## src/rtl/mhpq_pkg.sv

```systemverilog
// ----------------------------------------------------------------------------
// mhpq_pkg
// Shared types and constants of the max-heap priority queue.
// ----------------------------------------------------------------------------
package mhpq_pkg;

    localparam int CAPACITY   = 64;
    localparam int KEY_BITS   = 32;
    localparam int COUNT_BITS = $clog2(CAPACITY + 1);

    // Result beat: removed key, top key, entry count, padded to whole bytes.
    localparam int OUT_BITS   = 2 * KEY_BITS + COUNT_BITS;
    localparam int OUT_BYTES  = (OUT_BITS + 7) / 8;
    localparam int OUT_W      = 8 * OUT_BYTES;
    localparam int IN_W       = 8 * ((KEY_BITS + 7) / 8);

    typedef logic signed [KEY_BITS-1:0] key_t;
    typedef logic [COUNT_BITS-1:0]      count_t;

    typedef enum logic {
        OP_INSERT  = 1'b0,
        OP_EXTRACT = 1'b1
    } opcode_t;

    typedef enum logic [1:0] {
        ST_OK         = 2'd0,
        ST_FULL       = 2'd1,
        ST_EMPTY      = 2'd2,
        ST_UNUSED     = 2'd3
    } status_t;

    // Command broadcast to every cell of the chain.
    typedef struct packed {
        logic ins;
        logic ext;
        key_t key;
    } cell_cmd_t;

endpackage

```

## src/rtl/mhpq_cell.sv

```systemverilog
// ----------------------------------------------------------------------------
// mhpq_cell
// One slot of the sorted key chain; shifts toward or away from the head.
// ----------------------------------------------------------------------------
module mhpq_cell
    import mhpq_pkg::*;
(
    input  logic      aclk,
    input  cell_cmd_t cmd,
    input  logic      slot_valid,
    input  logic      prev_take,
    input  key_t      prev_key,
    input  key_t      next_key,
    output logic      take,
    output key_t      key
);

    key_t key_reg;
    key_t key_next;

    // A slot yields to the new key when it is empty or holds a smaller key.
    assign take = !slot_valid || (cmd.key > key_reg);
    assign key  = key_reg;

    always_comb begin
        key_next = key_reg;
        if (cmd.ins) begin
            if (take) begin
                key_next = prev_take ? prev_key : cmd.key;
            end
        end else if (cmd.ext) begin
            key_next = next_key;
        end
    end

    always_ff @(posedge aclk) begin
        key_reg <= key_next;
    end

endmodule
```

## config.mk

```make
export PLATFORM = sky130hd
export DESIGN_NAME = mhpq_cell
export DESIGN_NICKNAME = d
export VERILOG_FILES = /design/src/rtl/mhpq_pkg.sv /design/src/rtl/mhpq_cell.sv
export SDC_FILE = /design/constraint.sdc
export NUM_CORES = 1
export LEC_CHECK = 0
export ABC_AREA = 1
export BUFFER_PORTS_ARGS = -buffer_cell sky130_fd_sc_hd__buf_4
export CORE_ASPECT_RATIO = 1.4
export CORE_UTILIZATION = 40
export CTS_CLUSTER_SIZE = 10
export DETAILED_ROUTE_END_ITERATION = 8
export PLACE_DENSITY = 0.78
export SETUP_SLACK_MARGIN = 0.15
export SYNTH_ARGS = -nofsm -noshare
export SYNTH_HDL_FRONTEND = slang
export SYNTH_SLANG_ARGS = --single-unit
```

## constraint.sdc

```tcl
create_clock -name aclk -period 6.5 [get_ports aclk]
set_input_delay 1.3 -clock aclk [delete_from_list [all_inputs] [get_ports aclk]]
set_output_delay 1.3 -clock aclk [all_outputs]
set_load 0.01 [all_outputs]
```

==> summary.md <==
| Metric | Value |
|---|---|
| Outcome | `completed` |
| Fillers | `~520` |
| Drt drc | `0` |
| Total power | `about 630 µW` |
| Top cells by area, synth | `edfxtp_1 39%, ha_1 16%, nand2_1 11%, o21ai_0 6.6%, o21ai_1 6.6%` |
| Port bufs | `roughly 130` |
| Max Freq | `approximately 250 MHz` |
| Final wirelength | `between 6000 and 7000 µm` |
| Fin cells | `520` |
| Router iterations before antenna repair | `4` |
| Die Y | `~95 µm` |
| Setup Total Neg Slack | `0 ps` |
| Leading area contributor after synthesis | `edfxtp_1` |
| CTS Buf Count | `5` |
| Effective utilization at floorplan | `a little over two fifths` |
| Vias | `roughly 2600` |
| Slew @ Worst Pin | `587 ps` |
| CP Buf/Inv Count | `2` |
| CP startpoint kind | `input pin` |
| Final hold vios | `0` |
| Dpl ws | `2440 ps` |
| Htree depth | `2` |
| Commonest non-fill, non-tap cell in the layout | `buf_4` |
| Final Skew | `~3.8 ps` |
| Highest net fanout along the worst path | `4` |
| Fin crit share | `just over 60%` |
| Commonest cells after routing, fill and taps aside | `134 x buf_4, 72 x nand2_1, 41 x nor2_1, 37 x inv_1` |
| Fin crit period | `4050 ps` |
| Die width | `approximately 70 µm` |
| Detailed-route vias per instance | `4.98` |
| Synth Warn # | `0` |
| CTS Hold Bufs | `0` |
| Area growth from synthesis to layout | `44.8%` |
| DP Area | `3530 µm²` |
| Setup CP Type | `in2out` |
| Vias in the first global route | `between 2000 and 3000` |
| Clk_lat worst skew | `between 200 and 300 ps` |
| Die area | `~6500 µm²` |
| Reg2reg path depth | `15` |
| CP max-delay cell | `ha_1` |
| Synth Instances | `~320` |
| Mapped Avg Cell Area | `a little under 8 µm²` |
| CP top delay family | `simple AND/OR/NAND/NOR gates` |
| Clock sinks | `32` |
| Largest net degree at the start of global routing | `35` |
| WP depth | `13` |
| # rows | `33` |
| Most frequent CP cell | `nand2_1` |
| Crit-path cells | `buf_4 > ha_1 > nand2_1 > nor2_2 > nand2_2 > nor3b_2 > nand2_1 > nand2_1 > nand2_1 > nand2_1 > nand2_1 > nand2_2 > buf_4` |
| Grt ovf | `0` |
| Placed cell count | `just over 500` |
| Initial antenna violation count | `0` |
| Design area | `~3600 µm²` |
| Clock buffer depth | `2` |
| Worst setup EP type | `primary output` |
| Global-route wire length before repair | `11000 µm` |
| Yosys top cell area share | `about two fifths` |
| Power Dens Cells | `176 nW/µm²` |
| CP peak stage delay | `roughly 330 ps` |
| Share of cells above drive strength 1 | `33.8%` |
| Avg WL per Cell | `approximately 13 µm` |
| TritonCTS clock tree | `built` |
| Max reg flops | `32` |
| Number of synthesized register bits | `32` |
| Remaining antenna violation count | `0` |
| HP Class | `in2reg` |
| Worst VDD drop | `between 0.1 and 0.15 mV` |
| Total track usage | `a little under a quarter` |
| Cell variety after synth | `21` |
| I/O pin count | `between 100 and 150` |
| Drt first-iter violations | `~140` |
| Syn_nets | `roughly 460` |
| Max Slew Vio Count | `0` |
| Worst EP arrival | `approximately 2800 ps` |
| Max_cap viols | `0` |
| Detailed placement HPWL | `~5300 µm` |
| Register area share after synthesis | `roughly 39%` |
| Setup WS post-layout | `roughly 2500 ps` |
| Hold path cells | `3` |
| Post-cts resize count | `0` |
| Postcts setup bufs | `0` |
| Clock root cell | `clkbuf_8` |
| WHS | `approximately 1300 ps` |
| CP required | `5200 ps` |
| Register clock-pin slew on the reported worst setup and hold paths | `approximately 60 ps` |
| Core Footprint | `5900 µm²` |
| Routability cong. | `between 0.7 and 0.8` |
| Nets | `approximately 600` |
| Fin util | `about three fifths` |
| Syn Std Cell Area | `between 2000 and 2500 µm²` |
| ANT cells | `0` |
| Leakage Power | `approximately 1.8 nW` |
| Final setup violation count | `0` |
| Slew headroom | `around three fifths` |
| Unrepaired setup endpoints after global routing | `false` |
-- layer usage --
layer	share of wire (%)	track usage [%]	wire length [µm]	vias to the layer above
met4	2.0	8.51	141	0
met2	54	42.3	3760	94
met1	37	24.7	2560	1158
met5	0	0	0	-
met3	6.3	4.55	435	12
li1	-	-	-	1328
-- synthesized netlist by cell type, drive strengths merged --
master  instances
nand2          74
o21ai          66
inv            42
nor2           42
edfxtp         32
ha             32
a21oi          13
clkbuf         12
nand3           4
nand4           2
a21o            1
nor3            1
nor3b           1
o21a            1
-- worst min-delay path, stage by stage --
cell,delay [ps]
buf_4,70
nand2_1,40
o21ai_1,60
-- where the power goes --
part	switching [mW]	internal [mW]	leakage, nW
Combinational	0.115	0.113	1.48
Clock	0.0665	0.0689	0.0359
Sequential	0.0122	0.259	0.317
-- layout make-up --
type	count	area, µm²	area share [%]
clock buffers	5	68.8	1.91
multi-input cells	237	1320	36.6
inverters	42	158	4.38
repair buffers	134	1010	28.0
well taps	70	87.6	2.43
flip-flops and latches	32	961	26.7
-- final timing paths --
kind | start | endpoint | slack [ps]
setup / recovery | cmd[31] | take | 2450
hold / removal | next_key[8] | key[8]$_DFFE_PP_ | 1310
setup reg to reg | key[31]$_DFFE_PP_ | key[11]$_DFFE_PP_ | 4030
hold reg to reg | key[0]$_DFFE_PP_ | key[26]$_DFFE_PP_ | 1480
-- cells by family after synthesis --
logic type | after synthesis | share of synthesized area, %
simple gates | 124 | 20.0
buf+inv | 54 | 8.31
compound gates | 81 | 16.9
fa+ha+maj | 32 | 16.1
flops | 32 | 38.7
Power figures use the tool's default switching activity.
